--- src/hdl/distance_sensor_smoother_core_macros.svh ---
// Assertion macros for the distance sensor smoother core.
// Included by the modules that carry assertions; no other dependencies.
`ifndef DISTANCE_SENSOR_SMOOTHER_CORE_MACROS_SVH
`define DISTANCE_SENSOR_SMOOTHER_CORE_MACROS_SVH
`ifndef SYNTHESIS
// Same-cycle implication under a synchronous reset.
`define DSS_ASSERT_IMPLY(label, clk, rst, ante, cons) \
  label: assert property (@(posedge clk) disable iff (rst) (ante) |-> (cons)) \
    else $error("dss assertion failed");
// Next-cycle implication under a synchronous reset.
`define DSS_ASSERT_NEXT(label, clk, rst, ante, cons) \
  label: assert property (@(posedge clk) disable iff (rst) (ante) |=> (cons)) \
    else $error("dss assertion failed");
`else
`define DSS_ASSERT_IMPLY(label, clk, rst, ante, cons)
`define DSS_ASSERT_NEXT(label, clk, rst, ante, cons)
`endif
`endif

--- src/hdl/dss_pkg.sv ---
// Shared types and constants for the distance sensor smoother core.
// No dependencies.
package dss_pkg;

  localparam int DIST_W        = 14;
  localparam int VEL_W         = 16;
  localparam int MAG_W         = VEL_W + 1;
  localparam int LIMIT_W       = 15;
  localparam int WEIGHT_W      = 9;
  localparam int STATE_W       = 18;
  localparam int FRACTION_BITS = 4;
  localparam int CFG_INDEX_W   = 3;
  localparam int CFG_DATA_W    = 16;

  // Scaled sample width and the width used for its saturation compare.
  localparam int SCALED_W = DIST_W + FRACTION_BITS;
  localparam int CMP_W    = (SCALED_W > STATE_W) ? SCALED_W : STATE_W;

  // Filter arithmetic: weight is in 1/256 units.
  localparam int ROUND_SHIFT = 8;
  localparam int PROD_W      = (WEIGHT_W + 1) + (STATE_W + 1);
  localparam int STEP_W      = PROD_W - ROUND_SHIFT;

  localparam logic [STATE_W-1:0]  STATE_MAX  = {STATE_W{1'b1}};
  localparam logic [WEIGHT_W-1:0] WEIGHT_ONE = WEIGHT_W'(256);
  localparam logic [PROD_W-1:0]   ROUND_HALF = PROD_W'(128);

  localparam logic [DIST_W-1:0]   FLOOR_RST   = DIST_W'(50);
  localparam logic [DIST_W-1:0]   CEILING_RST = DIST_W'(2500);
  localparam logic [LIMIT_W-1:0]  MOVE_RST    = LIMIT_W'(100);
  localparam logic [LIMIT_W-1:0]  DYNAMIC_RST = LIMIT_W'(200);
  localparam logic [WEIGHT_W-1:0] STILL_RST   = WEIGHT_W'(77);
  localparam logic [WEIGHT_W-1:0] MOVING_RST  = WEIGHT_W'(128);

  typedef enum logic [CFG_INDEX_W-1:0] {
    REG_FLOOR         = 3'd0,
    REG_CEILING       = 3'd1,
    REG_MOVE_LIMIT    = 3'd2,
    REG_DYNAMIC_LIMIT = 3'd3,
    REG_WEIGHT_STILL  = 3'd4,
    REG_WEIGHT_MOVING = 3'd5
  } reg_index_t;

  typedef struct packed {
    logic [DIST_W-1:0]   distance_floor;
    logic [DIST_W-1:0]   distance_ceiling;
    logic [LIMIT_W-1:0]  move_limit;
    logic [LIMIT_W-1:0]  dynamic_limit;
    logic [WEIGHT_W-1:0] weight_still;
    logic [WEIGHT_W-1:0] weight_moving;
  } cfg_t;

  typedef struct packed {
    logic                moving;
    logic                dynamic;
    logic [WEIGHT_W-1:0] weight;   // saturated to WEIGHT_ONE
  } motion_t;

endpackage

--- src/hdl/dss_cfg.sv ---
// Configuration register file of the distance sensor smoother.
// Depends on dss_pkg.
module dss_cfg
  import dss_pkg::*;
(
  input  logic                   clk,
  input  logic                   rst,
  input  logic                   cfg_valid,
  output logic                   cfg_ready,
  input  logic [CFG_INDEX_W-1:0] cfg_index,
  input  logic [CFG_DATA_W-1:0]  cfg_data,
  output cfg_t                   cfg
);

  assign cfg_ready = 1'b1;

  always_ff @(posedge clk) begin
    if (rst) begin
      cfg.distance_floor   <= FLOOR_RST;
      cfg.distance_ceiling <= CEILING_RST;
      cfg.move_limit       <= MOVE_RST;
      cfg.dynamic_limit    <= DYNAMIC_RST;
      cfg.weight_still     <= STILL_RST;
      cfg.weight_moving    <= MOVING_RST;
    end else if (cfg_valid) begin
      // out-of-range indexes are dropped
      unique case (reg_index_t'(cfg_index))
        REG_FLOOR:         cfg.distance_floor   <= cfg_data[DIST_W-1:0];
        REG_CEILING:       cfg.distance_ceiling <= cfg_data[DIST_W-1:0];
        REG_MOVE_LIMIT:    cfg.move_limit       <= cfg_data[LIMIT_W-1:0];
        REG_DYNAMIC_LIMIT: cfg.dynamic_limit    <= cfg_data[LIMIT_W-1:0];
        REG_WEIGHT_STILL:  cfg.weight_still     <= cfg_data[WEIGHT_W-1:0];
        REG_WEIGHT_MOVING: cfg.weight_moving    <= cfg_data[WEIGHT_W-1:0];
        default: ;
      endcase
    end
  end

endmodule

--- src/hdl/dss_motion.sv ---
// Motion detector: velocity magnitudes, moving/dynamic flags, weight select.
// Depends on dss_pkg.
module dss_motion
  import dss_pkg::*;
(
  input  cfg_t                    cfg,
  input  logic signed [VEL_W-1:0] front_velocity,
  input  logic signed [VEL_W-1:0] back_velocity,
  input  logic signed [VEL_W-1:0] left_velocity,
  input  logic signed [VEL_W-1:0] right_velocity,
  output motion_t                 motion
);

  function automatic logic [MAG_W-1:0] mag(input logic [VEL_W-1:0] v);
    logic [MAG_W-1:0] ext;
    ext = {v[VEL_W-1], v};
    return v[VEL_W-1] ? (MAG_W'(0) - ext) : ext;
  endfunction

  logic [MAG_W-1:0]    mf, mb, ml, mr;
  logic [MAG_W-1:0]    move_lim, dyn_lim;
  logic [WEIGHT_W-1:0] w_sel;

  always_comb begin
    mf       = mag(front_velocity);
    mb       = mag(back_velocity);
    ml       = mag(left_velocity);
    mr       = mag(right_velocity);
    move_lim = MAG_W'(cfg.move_limit);
    dyn_lim  = MAG_W'(cfg.dynamic_limit);

    motion.moving  = (mf > move_lim) || (mb > move_lim);
    motion.dynamic = (mf > dyn_lim) || (mb > dyn_lim) || (ml > dyn_lim) || (mr > dyn_lim);

    w_sel = motion.moving ? cfg.weight_moving : cfg.weight_still;
    motion.weight = (w_sel > WEIGHT_ONE) ? WEIGHT_ONE : w_sel;
  end

endmodule

--- src/hdl/dss_ema_lane.sv ---
// One distance channel: clamp, scale, and exponential moving average state.
// Depends on dss_pkg.
module dss_ema_lane
  import dss_pkg::*;
(
  input  logic                clk,
  input  logic                rst,
  input  logic                update,
  input  logic [DIST_W-1:0]   distance_floor,
  input  logic [DIST_W-1:0]   distance_ceiling,
  input  logic [WEIGHT_W-1:0] weight,
  input  logic [DIST_W-1:0]   distance,
  output logic [STATE_W-1:0]  smoothed
);

  logic [DIST_W-1:0]        clamped;
  logic [CMP_W-1:0]         scaled;
  logic [STATE_W-1:0]       sample;
  logic signed [STATE_W:0]  diff;
  logic signed [PROD_W-1:0] prod;
  logic signed [PROD_W-1:0] rounded;
  logic signed [STEP_W-1:0] step;
  logic signed [STEP_W-1:0] sum;
  logic [STATE_W-1:0]       smoothed_next;

  always_comb begin
    // floor test wins when floor sits above ceiling
    priority if (distance < distance_floor) begin
      clamped = distance_floor;
    end else if (distance > distance_ceiling) begin
      clamped = distance_ceiling;
    end else begin
      clamped = distance;
    end

    scaled = CMP_W'(clamped) << FRACTION_BITS;
    sample = (scaled > CMP_W'(STATE_MAX)) ? STATE_MAX : STATE_W'(scaled);

    // s' = s + (w * (sample - s) + 128) >>> 8, same as the weighted form
    diff    = $signed({1'b0, sample}) - $signed({1'b0, smoothed});
    prod    = PROD_W'($signed({1'b0, weight}) * diff);
    rounded = prod + $signed(ROUND_HALF);
    step    = rounded[PROD_W-1:ROUND_SHIFT];
    sum     = $signed(STEP_W'(smoothed)) + step;
    smoothed_next = sum[STATE_W-1:0];
  end

  always_ff @(posedge clk) begin
    if (rst) begin
      smoothed <= '0;
    end else if (update) begin
      smoothed <= smoothed_next;
    end
  end

endmodule

--- src/hdl/distance_sensor_smoother_core.sv ---
// Distance sensor smoother, top level.
// Depends on dss_pkg, dss_cfg, dss_motion, dss_ema_lane and the macros header.
//
// Usage:
//  - Input channel (in_valid/in_ready): four raw distances (mm, 14 bits) and
//    four signed velocities (mm/s, 16 bits) per item.
//  - Output channel (out_valid/out_ready): four smoothed distances in
//    1/2^FRACTION_BITS mm plus is_moving and is_dynamic flags, one per item.
//  - Config channel (cfg_valid/cfg_ready/cfg_index/cfg_data): always ready;
//    index 0..5 = floor, ceiling, move limit, dynamic limit, still weight,
//    moving weight. Other indexes are ignored. Write only while idle.
//  - Path: the input register takes the item at the accept edge, then the
//    clamp/flag/multiply-add stage loads the results once the result stage is free.
//  - Throughput: one item per cycle while out_ready stays high, set by the
//    single multiply-add per channel closing the filter feedback combinationally.
//  - Stall: while out_ready is low the result holds and the input register
//    can still take one more item; in_ready then drops until the result moves.
//  - Reset: config registers return to their defaults, filter state clears to zero,
//    both pipeline stages empty.
`include "distance_sensor_smoother_core_macros.svh"
module distance_sensor_smoother_core
  import dss_pkg::*;
(
  input  logic                    clk,
  input  logic                    rst,
  // config write
  input  logic                    cfg_valid,
  output logic                    cfg_ready,
  input  logic [CFG_INDEX_W-1:0]  cfg_index,
  input  logic [CFG_DATA_W-1:0]   cfg_data,
  // input items
  input  logic                    in_valid,
  output logic                    in_ready,
  input  logic [DIST_W-1:0]       front_distance,
  input  logic [DIST_W-1:0]       back_distance,
  input  logic [DIST_W-1:0]       left_distance,
  input  logic [DIST_W-1:0]       right_distance,
  input  logic signed [VEL_W-1:0] front_velocity,
  input  logic signed [VEL_W-1:0] back_velocity,
  input  logic signed [VEL_W-1:0] left_velocity,
  input  logic signed [VEL_W-1:0] right_velocity,
  // result items
  output logic                    out_valid,
  input  logic                    out_ready,
  output logic [STATE_W-1:0]      front_smoothed,
  output logic [STATE_W-1:0]      back_smoothed,
  output logic [STATE_W-1:0]      left_smoothed,
  output logic [STATE_W-1:0]      right_smoothed,
  output logic                    is_moving,
  output logic                    is_dynamic
);

  cfg_t    cfg;
  motion_t motion;

  // input register stage
  logic                    s1_valid;
  logic [DIST_W-1:0]       s1_front_dist, s1_back_dist, s1_left_dist, s1_right_dist;
  logic signed [VEL_W-1:0] s1_front_vel, s1_back_vel, s1_left_vel, s1_right_vel;

  logic s1_adv;   // stage 1 item moves into the result registers
  logic in_take;

  assign s1_adv   = s1_valid && (!out_valid || out_ready);
  assign in_ready = !s1_valid || s1_adv;
  assign in_take  = in_valid && in_ready;

  dss_cfg u_cfg (
    .clk       (clk),
    .rst       (rst),
    .cfg_valid (cfg_valid),
    .cfg_ready (cfg_ready),
    .cfg_index (cfg_index),
    .cfg_data  (cfg_data),
    .cfg       (cfg)
  );

  always_ff @(posedge clk) begin
    if (rst) begin
      s1_valid <= 1'b0;
    end else if (in_ready) begin
      s1_valid <= in_valid;
    end
  end

  // payload, no reset needed
  always_ff @(posedge clk) begin
    if (in_take) begin
      s1_front_dist <= front_distance;
      s1_back_dist  <= back_distance;
      s1_left_dist  <= left_distance;
      s1_right_dist <= right_distance;
      s1_front_vel  <= front_velocity;
      s1_back_vel   <= back_velocity;
      s1_left_vel   <= left_velocity;
      s1_right_vel  <= right_velocity;
    end
  end

  dss_motion u_motion (
    .cfg            (cfg),
    .front_velocity (s1_front_vel),
    .back_velocity  (s1_back_vel),
    .left_velocity  (s1_left_vel),
    .right_velocity (s1_right_vel),
    .motion         (motion)
  );

  // Filter state doubles as the result register: it only changes when the
  // result stage is free, so it always matches the item being shown.
  dss_ema_lane u_lane_front (
    .clk              (clk),
    .rst              (rst),
    .update           (s1_adv),
    .distance_floor   (cfg.distance_floor),
    .distance_ceiling (cfg.distance_ceiling),
    .weight           (motion.weight),
    .distance         (s1_front_dist),
    .smoothed         (front_smoothed)
  );

  dss_ema_lane u_lane_back (
    .clk              (clk),
    .rst              (rst),
    .update           (s1_adv),
    .distance_floor   (cfg.distance_floor),
    .distance_ceiling (cfg.distance_ceiling),
    .weight           (motion.weight),
    .distance         (s1_back_dist),
    .smoothed         (back_smoothed)
  );

  dss_ema_lane u_lane_left (
    .clk              (clk),
    .rst              (rst),
    .update           (s1_adv),
    .distance_floor   (cfg.distance_floor),
    .distance_ceiling (cfg.distance_ceiling),
    .weight           (motion.weight),
    .distance         (s1_left_dist),
    .smoothed         (left_smoothed)
  );

  dss_ema_lane u_lane_right (
    .clk              (clk),
    .rst              (rst),
    .update           (s1_adv),
    .distance_floor   (cfg.distance_floor),
    .distance_ceiling (cfg.distance_ceiling),
    .weight           (motion.weight),
    .distance         (s1_right_dist),
    .smoothed         (right_smoothed)
  );

  // result valid and flags
  always_ff @(posedge clk) begin
    if (rst) begin
      out_valid <= 1'b0;
    end else if (s1_adv) begin
      out_valid <= 1'b1;
    end else if (out_ready) begin
      out_valid <= 1'b0;
    end
  end

  always_ff @(posedge clk) begin
    if (s1_adv) begin
      is_moving  <= motion.moving;
      is_dynamic <= motion.dynamic;
    end
  end

  // filter state must not move without an item passing through
  `DSS_ASSERT_NEXT(a_state_hold, clk, rst, !rst && !s1_adv, $stable(front_smoothed))
  // an item leaving stage 1 always lands in the result registers
  `DSS_ASSERT_NEXT(a_adv_to_out, clk, rst, s1_adv, out_valid)
  // both stages full and the receiver stalled: no more input taken
  `DSS_ASSERT_IMPLY(a_full_stall, clk, rst, s1_valid && out_valid && !out_ready, !in_ready)

endmodule

--- config.mk ---
export PLATFORM = sky130hd
export DESIGN_NAME = distance_sensor_smoother_core
export DESIGN_NICKNAME = d
export VERILOG_FILES = /design/src/hdl/dss_pkg.sv /design/src/hdl/dss_cfg.sv /design/src/hdl/dss_motion.sv /design/src/hdl/dss_ema_lane.sv /design/src/hdl/distance_sensor_smoother_core.sv
export VERILOG_INCLUDE_DIRS = /design/src /design/src/hdl
export SDC_FILE = /design/constraint.sdc
export NUM_CORES = 2
export LEC_CHECK = 0
export BUFFER_PORTS_ARGS = -buffer_cell sky130_fd_sc_hd__buf_2
export CORE_MARGIN = 8
export CORE_UTILIZATION = 70
export CTS_CLUSTER_DIAMETER = 120
export DETAILED_ROUTE_END_ITERATION = 10
export PLACE_DENSITY = 0.89
export SYNTH_ARGS = -nofsm -noshare
export SYNTH_HDL_FRONTEND = slang
export SYNTH_SLANG_ARGS = --single-unit
--- constraint.sdc ---
create_clock -name clk -period 31.9 [get_ports clk]
set_input_delay 1.595 -clock clk [delete_from_list [all_inputs] [get_ports clk]]
set_output_delay 1.595 -clock clk [all_outputs]
set_load 0.01 [all_outputs]
## Word level (Yosys, flattened, before mapping)

Index checks and enable logic that the tools add are counted.

| operators by class | value |
|---|---|
| add/sub/neg operators | 16 |
| multipliers | 4 |
| order comparisons | 19 |
| eq/ne operators | 5 |
| mux-type cells | 20 |
| reduce and logical (&&, ||, !) cells | 18 |

Operators with widths:

| operator | number |
|---|---|
| 14-bit two-way mux | 8 |
| 26-bit by 9-bit adder with 26-bit output (second input constant) | 4 |
| 10-bit by 19-bit multiplier with 26-bit output | 4 |
| 17-bit by 15-bit > comparator with 1-bit output | 6 |
| 18-bit by 18-bit subtractor with 19-bit output | 4 |
| 18-bit adder | 4 |
| 18-bit > comparator (second input constant) | 4 |
| 18-bit two-way mux | 4 |
| 17-bit two-way mux | 4 |
| 1-bit by 16-bit subtractor with 17-bit output (first input constant) | 4 |
| 14-bit > comparator | 4 |
| 14-bit < comparator | 4 |
| 9-bit two-way mux | 2 |
| 2-bit AND reduction | 6 |
| 9-bit > comparator (second input constant) | 1 |
| 3-bit by 2-bit equality test with 1-bit output (second input constant) | 2 |
| 3-bit equality test (second input constant) | 2 |
| 1-bit logical OR | 6 |
| 3-bit by 1-bit equality test with 1-bit output (second input constant) | 1 |
| 3-bit logical NOT | 1 |
| 1-bit logical AND | 2 |
| 1-bit logical NOT | 2 |
| 1-bit two-way mux | 2 |
| 2-bit nonzero test | 1 |

| storage, ports and cells | value |
|---|---|
| register bits after elaboration | 272 |
| input bits | 144 |
| output and inout bits | 77 |
| logic and storage cells | 104 |

## Logic depth before layout (Yosys ltp)

| logic depth | value |
|---|---|
| word-level depth | 10 |
| gate-level depth with buffers | 56 |

## Hierarchy

Synthesis repeated with hierarchy kept, for this count alone.

| second synthesis, totals | value |
|---|---|
| cell total of the unflattened synthesis | 5086 |
| area, all modules | 45384.8 um^2 |

Modules (own cells, without submodules):

| module | times used | cells each | area an instance (um^2) | sequential area each (um^2) |
|---|---|---|---|---|
| dss_ema_lane (u_lane_back) | 1 | 1067 | 8823.5 | 360.3 |
| dss_ema_lane (u_lane_left) | 1 | 1065 | 8802.2 | 360.3 |
| dss_ema_lane (u_lane_right) | 1 | 1046 | 8779.7 | 360.3 |
| dss_ema_lane (u_lane_front) | 1 | 1037 | 8719.6 | 360.3 |
| distance_sensor_smoother_core | 1 | 132 | 3767.4 | 3703.6 |
| dss_motion | 1 | 457 | 3450.8 | 0.0 |
| dss_cfg | 1 | 282 | 3041.7 | 1521.5 |

## Least setup slack after synthesis

OpenSTA, ideal clock, no wires.

| timing path | value |
|---|---|
| path type | reg2reg |
| start | reg s1_front_vel[7] |
| end | reg u_lane_right.smoothed[17] |
| arrival | 11.653 ns |
| required time | 31.784 ns |
| setup slack | 20.132 ns |
| stages on the path, launching flop included | 52 |
| path buffers | 4 |
| clock period less this slack | 11.768 ns |
| path through | edfxtp_1 > or4_4 > or3_1 > o31ai_1 > xnor2_1 > ha_1 > a211o_1 > a21oi_1 > o21ai_0 > o31ai_1 > o211a_1 > buf_6 > buf_2 > mux2i_1 > nor2_1 > clkbuf_1 > buf_1 > nand2_1 > [... 16 more ...] > o21a_1 > o21a_1 > or2_2 > xor2_1 > ha_1 > nand2_1 > o21ai_0 > o41ai_1 > o21ai_0 > or4_1 > o2111ai_1 > o21ai_0 > o41ai_1 > xnor2_1 > xnor3_1 > xnor2_1 > a211oi_1 > a31o_1 |

| between the ends | value |
|---|---|
| word-level cells in the longest chain between the ends | 10 |

RTL lines:

| element | RTL line | text |
|---|---|---|
| start, declared | distance_sensor_smoother_core.sv:59 | `logic signed [VEL_W-1:0] s1_front_vel, s1_back_vel, s1_left_vel, s1_right_vel;` |
| start signal, assigned | distance_sensor_smoother_core.sv:93 | `s1_front_vel <= front_velocity;` |
| 1-bit by 16-bit subtractor with 17-bit output | dss_motion.sv:17 | `return v[VEL_W-1] ? (MAG_W'(0) - ext) : ext;` |
| 17-bit two-way mux (*) | dss_motion.sv:17 |  |
| 17-bit by 15-bit > comparator with 1-bit output (*) | dss_motion.sv:32 | `motion.moving = (mf > move_lim) \|\| (mb > move_lim);` |
| 1-bit logical OR (*) | dss_motion.sv:32 |  |
| 9-bit two-way mux (*) | dss_motion.sv:35 | `w_sel = motion.moving ? cfg.weight_moving : cfg.weight_still;` |
| 9-bit > comparator | dss_motion.sv:36 | `motion.weight = (w_sel > WEIGHT_ONE) ? WEIGHT_ONE : w_sel;` |
| 9-bit two-way mux (*) | dss_motion.sv:36 |  |
| 10-bit by 19-bit multiplier with 26-bit output (*) | dss_ema_lane.sv:41 | `prod = PROD_W'($signed({1'b0, weight}) * diff);` |
| 26-bit by 9-bit adder with 26-bit output (*) | dss_ema_lane.sv:42 | `rounded = prod + $signed(ROUND_HALF);` |
| 18-bit adder (*) | dss_ema_lane.sv:44 | `sum = $signed(STEP_W'(smoothed)) + step;` |
| end signal, assigned | dss_ema_lane.sv:52 | `smoothed <= smoothed_next;` |
| end, declared | dss_ema_lane.sv:13 | `output logic [STATE_W-1:0] smoothed` |

Every way passes the cells marked *; elsewhere a longest branch is shown, timed or not.
A chain may end at the register's enable or synchronous reset.

## Final worst setup path

| timing path | value |
|---|---|
| start | reg s1_front_vel[7] |
| end | reg u_lane_front.smoothed[17] |

| between the ends | value |
|---|---|
| word-level cells in the longest chain between the ends | 10 |

RTL lines:

| element | RTL line |
|---|---|
| 1-bit by 16-bit subtractor with 17-bit output | dss_motion.sv:17 |
| 17-bit two-way mux (*) | dss_motion.sv:17 |
| 17-bit by 15-bit > comparator with 1-bit output (*) | dss_motion.sv:32 |
| 1-bit logical OR (*) | dss_motion.sv:32 |
| 9-bit two-way mux (*) | dss_motion.sv:35 |
| 9-bit > comparator | dss_motion.sv:36 |
| 9-bit two-way mux (*) | dss_motion.sv:36 |
| 10-bit by 19-bit multiplier with 26-bit output (*) | dss_ema_lane.sv:41 |
| 26-bit by 9-bit adder with 26-bit output (*) | dss_ema_lane.sv:42 |
| 18-bit adder (*) | dss_ema_lane.sv:44 |
| end signal, assigned | dss_ema_lane.sv:52 |
| end, declared | dss_ema_lane.sv:13 |

Marks and branches as above.

==> flow_metrics.env <==
export IMPL_outcome="finished clean"
export IMPL_crit_required_ps=32390
export IMPL_io_buffers=218
export IMPL_clk_pin_slew_worst_paths_ps=60
export IMPL_gr_usage_all_layers_pct=33.4
export IMPL_hold_path_class="reg2reg"
export IMPL_r2r_end="u_lane_front.smoothed[17]"
export IMPL_first_global_vias=37800
export IMPL_avgSynthCellArea_um2=8.55
export IMPL_pwr_density_cell_nw_per_um2=109
export IMPL_die_height_um=266
export IMPL_setup_viol=0
export IMPL_drt_wl_total_mm=119
export IMPL_drt_antenna_violating_nets=0
export IMPL_nNetsFinal=6566
export IMPL_numCtsBuffers=35
export IMPL_hold_buffers=0
export IMPL_drt_initial_drc_count=3128
export IMPL_drt_pass1_iter_count=6
export IMPL_grt_max_degree=93
export IMPL_finalHoldViolations=0
export IMPL_wl_per_cell_um=19.4
export IMPL_maxCapViolations=0
export IMPL_drive_gt1_share_pct=6.87
export IMPL_synth_top_area_share_pct=24.2
export IMPL_fin_ws_ps=17830
export IMPL_die_x_um=266
export IMPL_clock_latency_ps=600
export IMPL_fillers=4267
export IMPL_slowest_stage="o41ai_1"
export IMPL_dp_slack_ps=18030
export IMPL_rows=91
export IMPL_startpoint="s1_front_vel[7]"
export IMPL_yosys_cell_types_count=75
export IMPL_path_class="reg2reg"
export IMPL_root_buffer="clkbuf_16"
export IMPL_vias=36800
export IMPL_yosysMostFrequentCell="inv_1"
export IMPL_crit_path_end="u_lane_front.smoothed[17]"
export IMPL_start_kind="flip-flop"
export IMPL_timing_setup_tns_ps=0
export IMPL_seq_area_frac_synth_pct=15.2
export IMPL_maxSlewHeadroom_pct=19.0
export IMPL_die_area_um2=70700
export IMPL_ys_async_sr_fraction_pct=0
export IMPL_finalCritPeriodShare_pct=44.1
export IMPL_start_util_pct=70.9
export IMPL_worstMarginPinSlew_ps=1210
export IMPL_synth_largest_area_cell="fa_1"
export IMPL_synth_seq_cells=272
export IMPL_finalCriticalPeriod_ps=14070
export IMPL_cp_arrival_ps=14550
export IMPL_power_leakage_nw=23.1
export IMPL_synthesis_area_um2=43700
export IMPL_post_route_drc_count=0
export IMPL_synthTopCellsByArea="fa_1 24%, ha_1 18%, edfxtp_1 8.4%"
export IMPL_hpwl_mm=93.2
export IMPL_cts_buffer_depth=3
export IMPL_synth_cells=5117
export IMPL_slew_violations=0
export IMPL_h_tree_depth=2
export IMPL_io_pins=221
export IMPL_holdPathStages=2
export IMPL_gp_congestion=0.974
export IMPL_r2r_slack_ps=17830
export IMPL_cts_tree="done"
export IMPL_antenna_found_initial=5
export IMPL_vias_per_cell=5.99
export IMPL_irDropWorstVdd_mv=0.105
export IMPL_finalClockSkew_ps=36.6
export IMPL_synth_common_cells="867 x inv_1, 722 x nand2_1, 622 x ha_1, 528 x fa_1, 450 x nor2_1"
export IMPL_path_common_cell="xnor2_1"
export IMPL_ctsResizeCount=0
export IMPL_synth_edf_count=122
export IMPL_syn_nets=6411
export IMPL_yosysWarnings=0
export IMPL_area_growth_syn_to_layout_pct=7.20
export IMPL_coreArea_um2=61700
export IMPL_rr_worst_depth=47
export IMPL_max_freq_mhz=71.1
export IMPL_overflow=0
export IMPL_crit_path_end_kind="flip-flop"
export IMPL_rr_startpoint="s1_front_vel[7]"
export IMPL_rsz0062_at_grt="no"
export IMPL_crit_fanout=42
export IMPL_multiInputGateArea_um2=33400
export IMPL_grt_pass1_wl_mm=191
export IMPL_cts_num_sinks=272
export IMPL_max_stage_delay_ps=620
export IMPL_post_cts_buffers=0
export IMPL_regArea_um2=6670
export IMPL_synth_top_flop_cell="dfxtp_1"
worst min-delay path by stage:
stage	from	slack (ps)	endpoint
after CTS	u_cfg.cfg[32]	460	u_cfg.cfg[32]
after global placement	u_cfg.cfg[31]	440	u_cfg.cfg[31]
after global routing	u_cfg.cfg[29]	460	u_cfg.cfg[29]
after floorplan	u_cfg.cfg[19]	440	u_cfg.cfg[19]
final	u_cfg.cfg[32]	460	u_cfg.cfg[32]
after detailed placement	u_cfg.cfg[30]	450	u_cfg.cfg[30]
flip-flops by register name, indices dropped and copies added (netlist names), 14 cells and up:
signal / cells
u_lane_right.smoothed: 18
s1_back_vel: 16
u_cfg.cfg: 76
u_lane_left.smoothed: 18
s1_right_dist: 14
s1_right_vel: 16
u_lane_front.smoothed: 18
s1_front_vel: 16
s1_left_dist: 14
s1_front_dist: 14
s1_left_vel: 16
s1_back_dist: 14
u_lane_back.smoothed: 18
per-layer routing:
metal / up-vias / wire, um / global-route usage (%)
li1: 16900 / - / -
met1: 17600 / 44800 / 40.7
met2: 1820 / 54100 / 53.7
met3: 486 / 13000 / 9.58
met4: 4 / 7080 / 17.8
met5: - / 27 / 0
final cells by class:
cell class	instances	area share, %
inverters	868	6.95
multi-input cells	3843	71.2
repair buffers	252	2.88
diodes	4	0.0214
flip-flops and latches	272	14.2
well taps	837	2.23
clock inverters	26	0.571
clock buffers	37	1.88
critical path, delay by kind of cell, from the launching register on:
kind	cells	cell delay, ps
xor+xnor	6	1120
compound gates	17	4590
mux	1	130
fa+ha+maj	8	3370
flops	1	460
buf+inv	6	1450
simple gates	9	2840
through the flow:
| stage | hold WS (ps) | util [%] | power [mW] | instances | instance area, um2 |
|---|---|---|---|---|---|
| final | 456 | 76.0 | 5.12 | 6139 | 46900 |
| after global routing | 465 | 76.0 | 5.68 | 6138 | 46900 |
| after CTS | 455 | 75.9 | 5.08 | 6135 | 46900 |
| after detailed placement | 447 | 74.1 | 4.64 | 6072 | 45700 |
| after global placement | 442 | 74.1 | 4.44 | 6072 | 45700 |
| after floorplan | 436 | - | 3.77 | 5117 | 43700 |
report_power, final:
part / internal, mW / switching [mW]
clock network: 0.223 / 0.184
registers: 0.403 / 0.0498
logic: 1.79 / 2.46
cell families (layout without fill, tap and decap cells):
kind of cell,count (synthesis),after routing,share of synthesized area (%)
other,1,5,0.00858
AOI/OAI and AO/OA,707,707,10.1
adders and majority gates,1150,1150,42.0
buffers and inverters,1002,1183,8.63
xor gates and xnor gates,292,292,5.88
DFF,272,272,15.2
and+or+nand+nor,1596,1596,15.9
muxes,97,97,2.26
cells in the final DEF, fill, tap and decap left out, types with 8 or more instances in the layout:
| master | count |
|---|---|
| nand4_1 | 42 |
| mux2i_1 | 91 |
| edfxtp_1 | 122 |
| o31ai_1 | 17 |
| o21a_1 | 34 |
| o41ai_1 | 14 |
| a31oi_1 | 12 |
| nand3_1 | 46 |
| inv_1 | 867 |
| nand3b_1 | 14 |
| fa_1 | 528 |
| clkbuf_16 | 35 |
| nor2b_1 | 68 |
| a211oi_1 | 13 |
| o2111ai_1 | 8 |
| dfxtp_1 | 150 |
| a41oi_1 | 8 |
| a21boi_0 | 8 |
| or3_1 | 27 |
| nor3_1 | 77 |
| and3_1 | 16 |
| buf_2 | 217 |
| o21bai_1 | 22 |
| nand2b_1 | 37 |
| o21ai_0 | 119 |
| a21oi_1 | 296 |
| buf_4 | 35 |
| ha_1 | 622 |
| nand2_1 | 722 |
| xnor2_1 | 224 |
| xor2_1 | 67 |
| a211o_1 | 13 |
| or2_2 | 18 |
| nor2_1 | 443 |
| or4_1 | 12 |
| a21o_1 | 84 |
| and2_1 | 45 |
No activity file was read; power rests on OpenSTA's default activity.
